### config.mk
export PLATFORM = sky130hd
export DESIGN_NAME = cursor_line_editor
export DESIGN_NICKNAME = d
export VERILOG_FILES = /design/src/rtl/cle_pkg.sv /design/src/rtl/cle_cell.sv /design/src/rtl/cursor_line_editor.sv
export SDC_FILE = /design/constraint.sdc
export NUM_CORES = 1
export LEC_CHECK = 0
export BUFFER_PORTS_ARGS = -buffer_cell sky130_fd_sc_hd__buf_2
export CORE_MARGIN = 3
export CORE_UTILIZATION = 64
export DETAILED_ROUTE_END_ITERATION = 10
export PLACE_DENSITY = 0.76
export SYNTH_ARGS = -nofsm -noshare
export SYNTH_HDL_FRONTEND = slang
export SYNTH_HIERARCHICAL = 1
export SYNTH_SLANG_ARGS = --single-unit
### constraint.sdc
create_clock -name clk -period 32.1 [get_ports clk]
set_input_delay 4.815 -clock clk [delete_from_list [all_inputs] [get_ports clk]]
set_output_delay 4.815 -clock clk [all_outputs]
set_load 0.005 [all_outputs]
### src/rtl/cle_pkg.sv
`default_nettype none
package cle_pkg;

  localparam int CAPACITY = 64;
  localparam int CNT_W    = $clog2(CAPACITY + 1);

  localparam logic [7:0] KEY_DELETE = 8'd45;
  localparam logic [7:0] KEY_LEFT   = 8'd60;
  localparam logic [7:0] KEY_RIGHT  = 8'd62;

  typedef enum logic [1:0] {
    CELL_HOLD = 2'd0,
    CELL_INS  = 2'd1,
    CELL_DEL  = 2'd2,
    CELL_SHL  = 2'd3
  } cell_op_t;

  typedef struct packed {
    cell_op_t   op;
    logic [7:0] key;
  } cell_ctl_t;

endpackage
`default_nettype wire

### src/rtl/cle_cell.sv
`default_nettype none
module cle_cell (
  input  wire               clk,
  input  wire cle_pkg::cell_ctl_t ctl,
  input  wire               ge_left,
  input  wire               ge_self,
  input  wire               ge_right,
  input  wire  [7:0]        left_data,
  input  wire  [7:0]        right_data,
  output logic [7:0]        data_o
);
  import cle_pkg::*;

  logic [7:0] data_r;
  logic [7:0] data_nxt;

  // ge_* say whether the neighbor / this cell sits at or past the cursor
  always_comb begin
    data_nxt = data_r;
    unique case (ctl.op)
      CELL_HOLD: data_nxt = data_r;
      CELL_INS: begin
        if (ge_left) begin
          data_nxt = left_data;
        end else if (ge_self) begin
          data_nxt = ctl.key;
        end
      end
      CELL_DEL: begin
        if (ge_right) begin
          data_nxt = right_data;
        end
      end
      CELL_SHL: data_nxt = right_data;
      default:  data_nxt = data_r;
    endcase
  end

  always_ff @(posedge clk) begin
    data_r <= data_nxt;
  end

  assign data_o = data_r;

endmodule
`default_nettype wire

### src/rtl/cursor_line_editor.sv
`default_nettype none
// Line editor over a row of character cells, one cell per line position, with the
// cursor and line length held in counters. An edit keystroke is taken in the cycle it
// arrives, and the cells shift toward or away from the cursor in one step. A
// keystroke with in_tlast set is applied and then the line is shifted out of cell 0,
// one character per cycle while out_tready is high, and no keystroke is taken until
// the last character (a single zero beat for an empty line) has left the cells. The
// drain rate is set by the single read port at cell 0.
module cursor_line_editor (
  input  wire        clk,
  input  wire        rst_n,
  input  wire        in_tvalid,
  output logic       in_tready,
  input  wire  [7:0] in_tdata,   // key[7:0]
  input  wire        in_tlast,   // end_of_line
  output logic       out_tvalid,
  input  wire        out_tready,
  output logic [7:0] out_tdata,  // text_char[7:0]
  output logic       out_tlast,  // is_last
  output logic [1:0] out_tuser   // overflowed, line_empty
);
  import cle_pkg::*;

  typedef enum logic [1:0] {
    ST_IDLE  = 2'b01,
    ST_DRAIN = 2'b10
  } state_t;

  state_t            state_r, state_nxt;
  logic [CNT_W-1:0]  cur_r, cur_nxt;
  logic [CNT_W-1:0]  len_r, len_nxt;
  logic              ovf_r, ovf_nxt;
  logic              ov_r, ov_nxt;
  logic [7:0]        od_r, od_nxt;
  logic              ol_r, ol_nxt;
  logic [1:0]        ou_r, ou_nxt;
  cell_ctl_t         ctl;
  logic              accept, slot_free;
  logic [CAPACITY-1:0] ge;
  logic [7:0]        cell_q [CAPACITY];

  assign accept    = in_tvalid && in_tready;
  assign slot_free = !ov_r || out_tready;

  always_comb begin
    state_nxt = state_r;
    cur_nxt   = cur_r;
    len_nxt   = len_r;
    ovf_nxt   = ovf_r;
    ov_nxt    = ov_r;
    od_nxt    = od_r;
    ol_nxt    = ol_r;
    ou_nxt    = ou_r;
    ctl.op    = CELL_HOLD;
    ctl.key   = in_tdata;

    if (ov_r && out_tready) begin
      ov_nxt = 1'b0;
    end

    unique case (state_r)
      ST_IDLE: begin
        if (accept) begin
          priority if (in_tdata == KEY_DELETE) begin
            if (cur_r != '0) begin
              ctl.op  = CELL_DEL;
              cur_nxt = cur_r - 1'b1;
              len_nxt = len_r - 1'b1;
            end
          end else if (in_tdata == KEY_LEFT) begin
            if (cur_r != '0) begin
              cur_nxt = cur_r - 1'b1;
            end
          end else if (in_tdata == KEY_RIGHT) begin
            if (len_r != cur_r) begin
              cur_nxt = cur_r + 1'b1;
            end
          end else begin
            if (len_r == CNT_W'(CAPACITY)) begin
              ovf_nxt = 1'b1;
            end else begin
              ctl.op  = CELL_INS;
              cur_nxt = cur_r + 1'b1;
              len_nxt = len_r + 1'b1;
            end
          end
          if (in_tlast) begin
            state_nxt = ST_DRAIN;
            cur_nxt   = '0;
          end
        end
      end
      ST_DRAIN: begin
        if (slot_free) begin
          ov_nxt = 1'b1;
          if (len_r == '0) begin
            od_nxt    = 8'd0;
            ol_nxt    = 1'b1;
            ou_nxt    = {ovf_r, 1'b1};
            ovf_nxt   = 1'b0;
            state_nxt = ST_IDLE;
          end else begin
            ctl.op  = CELL_SHL;
            od_nxt  = cell_q[0];
            ol_nxt  = (len_r == CNT_W'(1));
            ou_nxt  = {ovf_r, 1'b0};
            len_nxt = len_r - 1'b1;
            if (len_r == CNT_W'(1)) begin
              ovf_nxt   = 1'b0;
              state_nxt = ST_IDLE;
            end
          end
        end
      end
      default: state_nxt = ST_IDLE;
    endcase
  end

  always_ff @(posedge clk) begin
    if (!rst_n) begin
      state_r <= ST_IDLE;
      cur_r   <= '0;
      len_r   <= '0;
      ovf_r   <= 1'b0;
      ov_r    <= 1'b0;
    end else begin
      state_r <= state_nxt;
      cur_r   <= cur_nxt;
      len_r   <= len_nxt;
      ovf_r   <= ovf_nxt;
      ov_r    <= ov_nxt;
    end
  end

  always_ff @(posedge clk) begin
    od_r <= od_nxt;
    ol_r <= ol_nxt;
    ou_r <= ou_nxt;
  end

  // thermometer of the cursor: position i is at or right of the cursor
  genvar gi;
  generate
    for (gi = 0; gi < CAPACITY; gi++) begin : g_cell
      assign ge[gi] = (cur_r <= CNT_W'(gi));
      cle_cell u_cell (
        .clk       (clk),
        .ctl       (ctl),
        .ge_left   ((gi == 0) ? 1'b0 : ge[(gi == 0) ? 0 : gi - 1]),
        .ge_self   (ge[gi]),
        .ge_right  ((gi == CAPACITY - 1) ? 1'b1 : ge[(gi == CAPACITY - 1) ? gi : gi + 1]),
        .left_data ((gi == 0) ? 8'd0 : cell_q[(gi == 0) ? 0 : gi - 1]),
        .right_data((gi == CAPACITY - 1) ? 8'd0
                                          : cell_q[(gi == CAPACITY - 1) ? gi : gi + 1]),
        .data_o    (cell_q[gi])
      );
    end
  endgenerate

  assign in_tready  = (state_r == ST_IDLE);
  assign out_tvalid = ov_r;
  assign out_tdata  = od_r;
  assign out_tlast  = ol_r;
  assign out_tuser  = ou_r;

endmodule
`default_nettype wire

Word level (Yosys, flattened, before mapping) --
Cells that the tools add are included.
Storage, ports and cells: bits in registers 541
Operators by class: multiplexer cells 298, equality and inequality tests 153, bitwise operators 1, reduce and logical (&&, ||, !) cells 78, $lt $le $gt $ge 64, add/subtract/negate cells 4
Operator list (count):
- 8-bit 2-to-1 mux | 190
- 8-bit case mux with 3 select lines | 63
- 7-bit by 6-bit <= comparator with 1-bit output (second input constant) | 32
- 3-bit by 1-bit != test with 1-bit output (second input constant) | 63
- 3-bit AND reduction | 63
- 2-bit by 1-bit != test with 1-bit output (second input constant) | 67
- 7-bit by 5-bit <= comparator with 1-bit output (second input constant) | 16
- 7-bit 2-to-1 mux | 15
- 7-bit by 4-bit <= comparator with 1-bit output (second input constant) | 8
- 7-bit by 3-bit <= comparator with 1-bit output (second input constant) | 4
- 8-bit by 6-bit equality test with 1-bit output (second input constant) | 3
- 2-bit 2-to-1 mux | 10
- 8-bit case mux with 2 select lines | 1
- 8-bit AND reduction | 2
- 1-bit 2-to-1 mux | 15
- 7-bit by 1-bit adder with 7-bit output (second input constant) | 2
- 7-bit by 1-bit <= comparator with 1-bit output (second input constant) | 2
- 7-bit by 2-bit <= comparator with 1-bit output (second input constant) | 2
- 7-bit case mux with 2 select lines | 1
- 7-bit by 1-bit subtractor with 7-bit output (second input constant) | 2
- 3-bit != test (second input constant) | 4
- 2-bit != test (second input constant) | 5
- 2-bit case mux with 2 select lines | 2
- 4-bit AND reduction | 2
- 19 further kinds | 24

Depth between registers and ports, before layout --
Gate-level depths: netlist of run 1.
depth in word-level cells 10, mapped depth 12, mapped depth without buffers 9

Cells and area by module --
Netlist of run 1, hierarchy kept.
Modules (own cells, without submodules):
- cle_cell | cells an instance 37, instances 64, seq. area each 240.2 µm², area each 426.7 µm²
- cursor_line_editor | cells an instance 353, instances 1, seq. area each 690.7 µm², area each 2693.8 µm²

Worst setup path after synthesis of run 1 --
OpenSTA, ideal clock, no wires.
path kind input-to-reg, start input in_tdata[4], end register g_cell[0].u_cell.data_r[0], enable pin, stages on the path 7, buffers on the path 1, data required time 31.746 ns, arrival 27.005 ns, slack 4.741 ns, setup time 0.354 ns, cells stage by stage nor4b_2 -> nand2_1 -> or3_1 -> a21oi_1 -> buf_6 -> o21ai_2 -> nand2_1
RTL lines:
- start, declared | line cursor_line_editor.sv:14 | input wire [7:0] in_tdata,
- end signal, assigned | line cle_cell.sv:40 | data_r <= data_nxt;
- end, declared | line cle_cell.sv:14 | logic [7:0] data_r;

==> results of run 1 <==
==> state kept, by name, indices dropped and copies added (netlist names) <==
register              cells
cur_r                     7
g_cell.u_cell/data_o    512
len_r                     7
out_tdata                 8
out_tlast                 1
out_tuser                 2
out_tvalid                1
ovf_r                     1
state_r                   2
==> cell usage after synthesis (3+ instances only) <==
cell type,instances
a211oi_1,7
a21o_1,5
a21oi_1,46
a31o_2,3
a31oi_1,7
and2_1,11
and3_1,3
buf_2,3
buf_4,65
buf_6,65
clkbuf_1,25
dfxtp_1,18
edfxtp_1,523
ha_1,9
inv_1,10
mux2i_1,520
nand2_1,605
nand2b_1,9
nand3_1,9
nand4_1,6
nor2_1,24
nor2b_1,3
nor3_1,6
nor4_1,3
o21a_1,3
o21ai_0,70
o21ai_1,516
o21ai_2,64
o21bai_1,6
o31ai_1,3
or2_2,4
or3_1,9
or4_1,5
xnor2_1,8
==> logic make-up (layout without fill, tap and decap cells) <==
| logic type | count (synthesis) | after routing | synth area share |
|---|---|---|---|
| AO/OA/AOI/OAI | 754 | 754 | 0.1401 |
| XOR/XNOR | 10 | 10 | 0.002920 |
| adder cells (fa/ha/maj) | 9 | 9 | 0.003754 |
| buffers and inverters | 171 | 221 | 0.04592 |
| flip-flops | 541 | 541 | 0.5355 |
| multiplexers | 520 | 520 | 0.1735 |
| other | 2 | 18 | 0.0002503 |
| AND/OR/NAND/NOR | 714 | 714 | 0.09801 |
==> worst max path at each step <==
| stage | depth (start not counted) | start | endpoint |
|---|---|---|---|
| finish | 10 | in_tdata[0] | g_cell[59].u_cell/data_o[3]$_DFFE_PP_ |
| global route | 10 | in_tdata[0] | g_cell[59].u_cell/data_o[6]$_DFFE_PP_ |
| CTS | 10 | in_tdata[0] | g_cell[60].u_cell/data_o[0]$_DFFE_PP_ |
| detailed placement | 10 | in_tdata[0] | g_cell[59].u_cell/data_o[3]$_DFFE_PP_ |
| global placement | 10 | in_tdata[0] | g_cell[59].u_cell/data_o[2]$_DFFE_PP_ |
| floorplan | 7 | in_tdata[4] | g_cell[0].u_cell/data_o[0]$_DFFE_PP_ |
==> final cells by class <==
type	instances	area, µm²	share of cell area
clock buffer	63	1449	0.04527
clock inverter	42	306.5	0.009578
inverter	12	45.04	0.001407
multi-input combinational	2025	12640	0.3951
sequential	541	16070	0.5020
tap	600	750.7	0.02346
timing repair buffer	104	743.2	0.02322
==> where the power goes <==
group / switching [µW] / internal, µW
Clock: 276 / 355
Sequential: 69.6 / 950
Combinational: 191 / 88.4
==> per-stage QoR <==
step	hold WS, ps	instance area, µm²
after detailed placement	467.6	30250
after CTS	481.8	32000
after global placement	454.9	30250
after floorplan	430.2	30060
final	486.6	32000
after global routing	515.0	32000
==> metal layers <==
layer | GRT usage | up-vias
met5 | 0 | -
met4 | 0.08347 | 0
met3 | 0.04254 | 149
met2 | 0.4601 | 921
met1 | 0.4176 | 10710
li1 | - | 10110
==> metrics.txt, run 1 <==
reg2reg end=g_cell[59].u_cell/data_o[3]$_DFFE_PP_; mean cell area of the mapped netlist=11.03 µm²; max_slew headroom=0.1543; die width=222.5 µm; area leader, netlist=edfxtp_1; pwr/cell area=60.31 mW/mm²; Clk Latency, worst-skew pair=630 ps; crit-path leading delay family=buffers and inverters; MaxCap Viol Count=0; CTS Root Cell=clkbuf_16; cell depth of the worst flop-to-flop path=11; leading cell types in the layout, fill and taps excluded=nand2_1, edfxtp_1, mux2i_1; status=finished, final reports clean; Most used DFF post-synth=edfxtp_1; vias in the first global route=21,420; area of the die=0.04951 mm²; Clock transition at path regs=60 ps; DP HPWL=47.10 mm; # DRC=0; post-synthesis cell count=2,721; CP dominant cell by count=buf_4; unrepaired setup endpoints after global routing=false; Worst R2R Start=cur_r[0]$_SDFFE_PN0P_; most common cell after layout, fill and taps aside=nand2_1; remaining antenna violation count=0; Yosys cell types=72; Layout area overhead=6.681%; initial antenna violation count=0; drt pass-1 iters=6; Critical path buffers and inverters=4; # rows=78; Synth area leaders=edfxtp_1, mux2i_1, o21ai_1; H-Tree Level Count=2; post-route minimum period=9693 ps; CP max-delay cell=buf_4; Nets=2,762; DP Worst Slack=21,900 ps; Post-synth EDFFs=523; largest net degree at the start of global routing=252; Remaining Overflow, GRT=0; Critical Path Max Stage Delay=950 ps; Starting Density=0.6540; Non-Filler Instances=3,387; Seq/Total Area, Yosys=0.5355; die height=222.5 µm; Ant. Diodes=0; Setup Skew=21.01 ps; cts bufs inserted=56; Final TNS setup=0 ps; FMAX=0.1032 GHz; worst vdd ir=0.04925 mV; Yosys reg bits=541; post-cts sizing count=0; hold path depth=0; vias=21,880; worst path cell trace=buf_2, buf_4, nor4b_2, nand2_1, or3_1, a21oi_4, buf_4, buf_4, o21ai_2, nand2_1; mapped cell area=0.03000 mm²; Inst Count DP=3,282; post-route clock period utilization=0.3020; crit path DAT=9990 ps; met1 WL=31.10 mm; DR WL met2=33.91 mm; Warnings, synthesis=6; Final Hold Fails=0; CP startpoint kind=input pin; Worst Setup End Kind=flop; TritonCTS clock tree=yes; core box area=0.04587 mm²; Post-CTS Hold Fix Bufs=0; share of cells above drive strength 1=0.09795; Max Slew Vio Count=0; Max Root-Sink Buffers=3; Sink Count=541; DR vias/cell=6.460; Boundary Pins=26; R2R Setup Slk=26,760 ps; global-route wire length before repair=116.3 mm; final setup margin=22,410 ps; fin util=0.6977; WP data required=32,390 ps; final setup vio count=0; WHS Endpoint=out_tuser[1]$_DFFE_PP_; GRT Total Usage=0.2890; Lkg Pwr=0.01369 µW; top-area cell type share of the netlist area=0.5235; Port Buffers=25; crit path max fanout=116; GP Congestion=0.9106; Setup CP Type=in -> reg; ys async rst share=0; Initial DRC Count=2,716; routed length per placed instance=21.51 µm; highest routed layer=met4; Slew @ Worst Pin=1269 ps; postcts setup bufs=0; Hold Crit Class=reg -> reg; power consumption=1930 µW; fill count=3,348; WL met3=5.968 mm; WL final=72.87 mm; Hold Startpoint=ovf_r$_SDFFE_PN0P_
Note: power is estimated with default switching activity, not from simulation.
==> inputs of run 2 (changes only) <==
==> constraint.sdc (replaced) <==
create_clock -name clk -period 9.6 [get_ports clk]
set_input_delay 1.44 -clock clk [delete_from_list [all_inputs] [get_ports clk]]
set_output_delay 1.44 -clock clk [all_outputs]
set_load 0.005 [all_outputs]
==> run 2 against run 1 <==
Count of clock-buffer cells in the layout grew 13. Setup slack lost 18000 ps. Design area grew 0.78%. Register-to-register slack lost 22000 ps. First-iteration DRC count shrank 20%. Die area is the same. Global-route usage shrank 1.8 points. Combinational power grew to 3.4 times the previous value. Routed wire length shrank 5.7%. Critical path type unchanged. Critical endpoint is now g_cell[22].u_cell/data_o[0]$_DFFE_PP_. Highest routed layer unchanged.
==> metrics.txt, run 2 (synthesis results as in run 1) <==
crit path from=in_tdata[0]; drt pass-1 iters=6; vias in the first global route=21,140; routed length per placed instance=20.34 µm; # DRC=0; TritonCTS clock tree=yes; fill count=3,345; Fin Hold WS=480.1 ps; Clk Latency, worst-skew pair=630 ps; largest net degree at the start of global routing=265; Clock power frac=0.339; die height=222.5 µm; Setup Skew=36.37 ps; Remaining Overflow, GRT=0; FMAX=0.1973 GHz; post-route minimum period=5068 ps; post-cts sizing count=0; Int Power=4787 µW; Boundary Pins=26; Hold Crit Class=reg -> reg; final setup margin=4532 ps; post-route clock period utilization=0.5279; Clock transition at path regs=60 ps; fin util=0.7032; pwr/cell area=203.7 mW/mm²; CP startpoint kind=input pin; remaining antenna violation count=0; max_slew headroom=0.1395; final setup vio count=0; Worst Setup End Kind=flop; Initial DRC Count=2,168; CP endpoint=g_cell[22].u_cell/data_o[0]$_DFFE_PP_; cell depth of the worst flop-to-flop path=8; Sink Count=541; H-Tree Level Count=2; GP Congestion=0.9063; power consumption=6570 µW; status=finished, final reports clean; Non-Filler Instances=3,380; max reg flops=512; Worst R2R Start=cur_r[3]$_SDFFE_PN0P_; Sw Share=0.2713; Ant. Diodes=0; worst vdd ir=0.1843 mV; DR vias/cell=6.317; Psw=1782 µW; MaxCap Viol Count=0; die width=222.5 µm; most common cell after layout, fill and taps aside=nand2_1; Starting Density=0.6540; cts bufs inserted=57; vias=21,350; unrepaired setup endpoints after global routing=false; DP HPWL=44.31 mm; share of cells above drive strength 1=0.1191; crit path max fanout=237; Post-CTS Hold Fix Bufs=0; Lkg Pwr=0.01370 µW; sequential power share=0.518; initial antenna violation count=0; postcts setup bufs=0; Max Root-Sink Buffers=3; Setup CP Type=in -> reg; reg2reg end=g_cell[22].u_cell/data_o[0]$_DFFE_PP_; Layout area overhead=7.511%; global-route wire length before repair=111.0 mm; DP Worst Slack=3897 ps; Inst Count DP=3,273; Slew @ Worst Pin=1288 ps; crit path DAT=5380 ps; R2R Setup Slk=4840 ps; WP data required=9910 ps; GRT Total Usage=0.2708; Nets=2,754; Final Hold Fails=0; leading cell types in the layout, fill and taps excluded=nand2_1, edfxtp_1, mux2i_1; Max Slew Vio Count=0; area of the die=0.04951 mm²; CTS Root Cell=clkbuf_16; core box area=0.04587 mm²; # rows=78; Combinational Power Share=0.143; Port Buffers=25; WL final=68.74 mm
-- run 2: cell types whose count changed in the layout (fill, tap and decap cells not counted), moves of 2 or more --
cell,previous run,this run
clkbuf_8,0,4
bufinv_16,4,6
nand2_1,605,541
clkinv_1,16,8
buf_4,77,68
inv_6,3,0
clkbuf_1,6,14
nand2_2,0,64
clkinv_2,17,14
-- run 2: worst min path at each step --
stage,slack [ps],start,end,depth (start not counted)
after floorplan,430,ovf_r$_SDFFE_PN0P_,out_tuser[1]$_DFFE_PP_,0
after global placement,440,ovf_r$_SDFFE_PN0P_,out_tuser[1]$_DFFE_PP_,0
after detailed placement,460,ovf_r$_SDFFE_PN0P_,out_tuser[1]$_DFFE_PP_,0
after CTS,480,ovf_r$_SDFFE_PN0P_,out_tuser[1]$_DFFE_PP_,0
after global routing,490,ovf_r$_SDFFE_PN0P_,out_tuser[1]$_DFFE_PP_,0
final,480,ovf_r$_SDFFE_PN0P_,out_tuser[1]$_DFFE_PP_,0
-- run 2: layout make-up --
class | count | area [µm²] | share of cell area
timing repair buffer | 95 | 690.7 | 0.02141
clock inverter | 31 | 324.1 | 0.01005
clock buffer | 76 | 1559 | 0.04834
inverter | 12 | 45.04 | 0.001397
tap | 600 | 750.7 | 0.02328
multi-input combinational | 2025 | 12820 | 0.3974
sequential | 541 | 16070 | 0.4981
-- run 2: power by group through the flow --
stage	registers (µW)	clock network, µW	logic, µW
global route	3440	2350	1050
floorplan	3350	0	726
CTS	3400	2260	935
detailed placement	3440	0	931
finish	3400	2230	940
global placement	3430	0	883
-- run 2: layer usage --
layer / up-vias / GRT usage / part of all wire / routed length (µm)
met4: 0 / 0.06952 / 0.021 / 1460
li1: 10070 / - / - / -
met1: 10430 / 0.3829 / 0.43 / 29560
met2: 723 / 0.4479 / 0.48 / 33120
met5: - / 0 / 0 / 0
met3: 124 / 0.03554 / 0.067 / 4602
-- run 2: metrics by stage --
step / instance area [µm²] / setup TNS, ps
2_1_floorplan: 30250 / -366280
3_3_place_gp: 30370 / 0
3_5_place_dp: 30370 / 0
4_1_cts: 32250 / 0
5_1_grt: 32250 / 0
6_report: 32250 / 0
-- run 2: worst max-delay path, stage by stage --
cell     delay (ps)
buf_2            70
buf_4           700
nor4b_4         390
nand2_1         110
or3_4           350
a21oi_4         280
buf_12          590
buf_4           900
o21ai_1         200
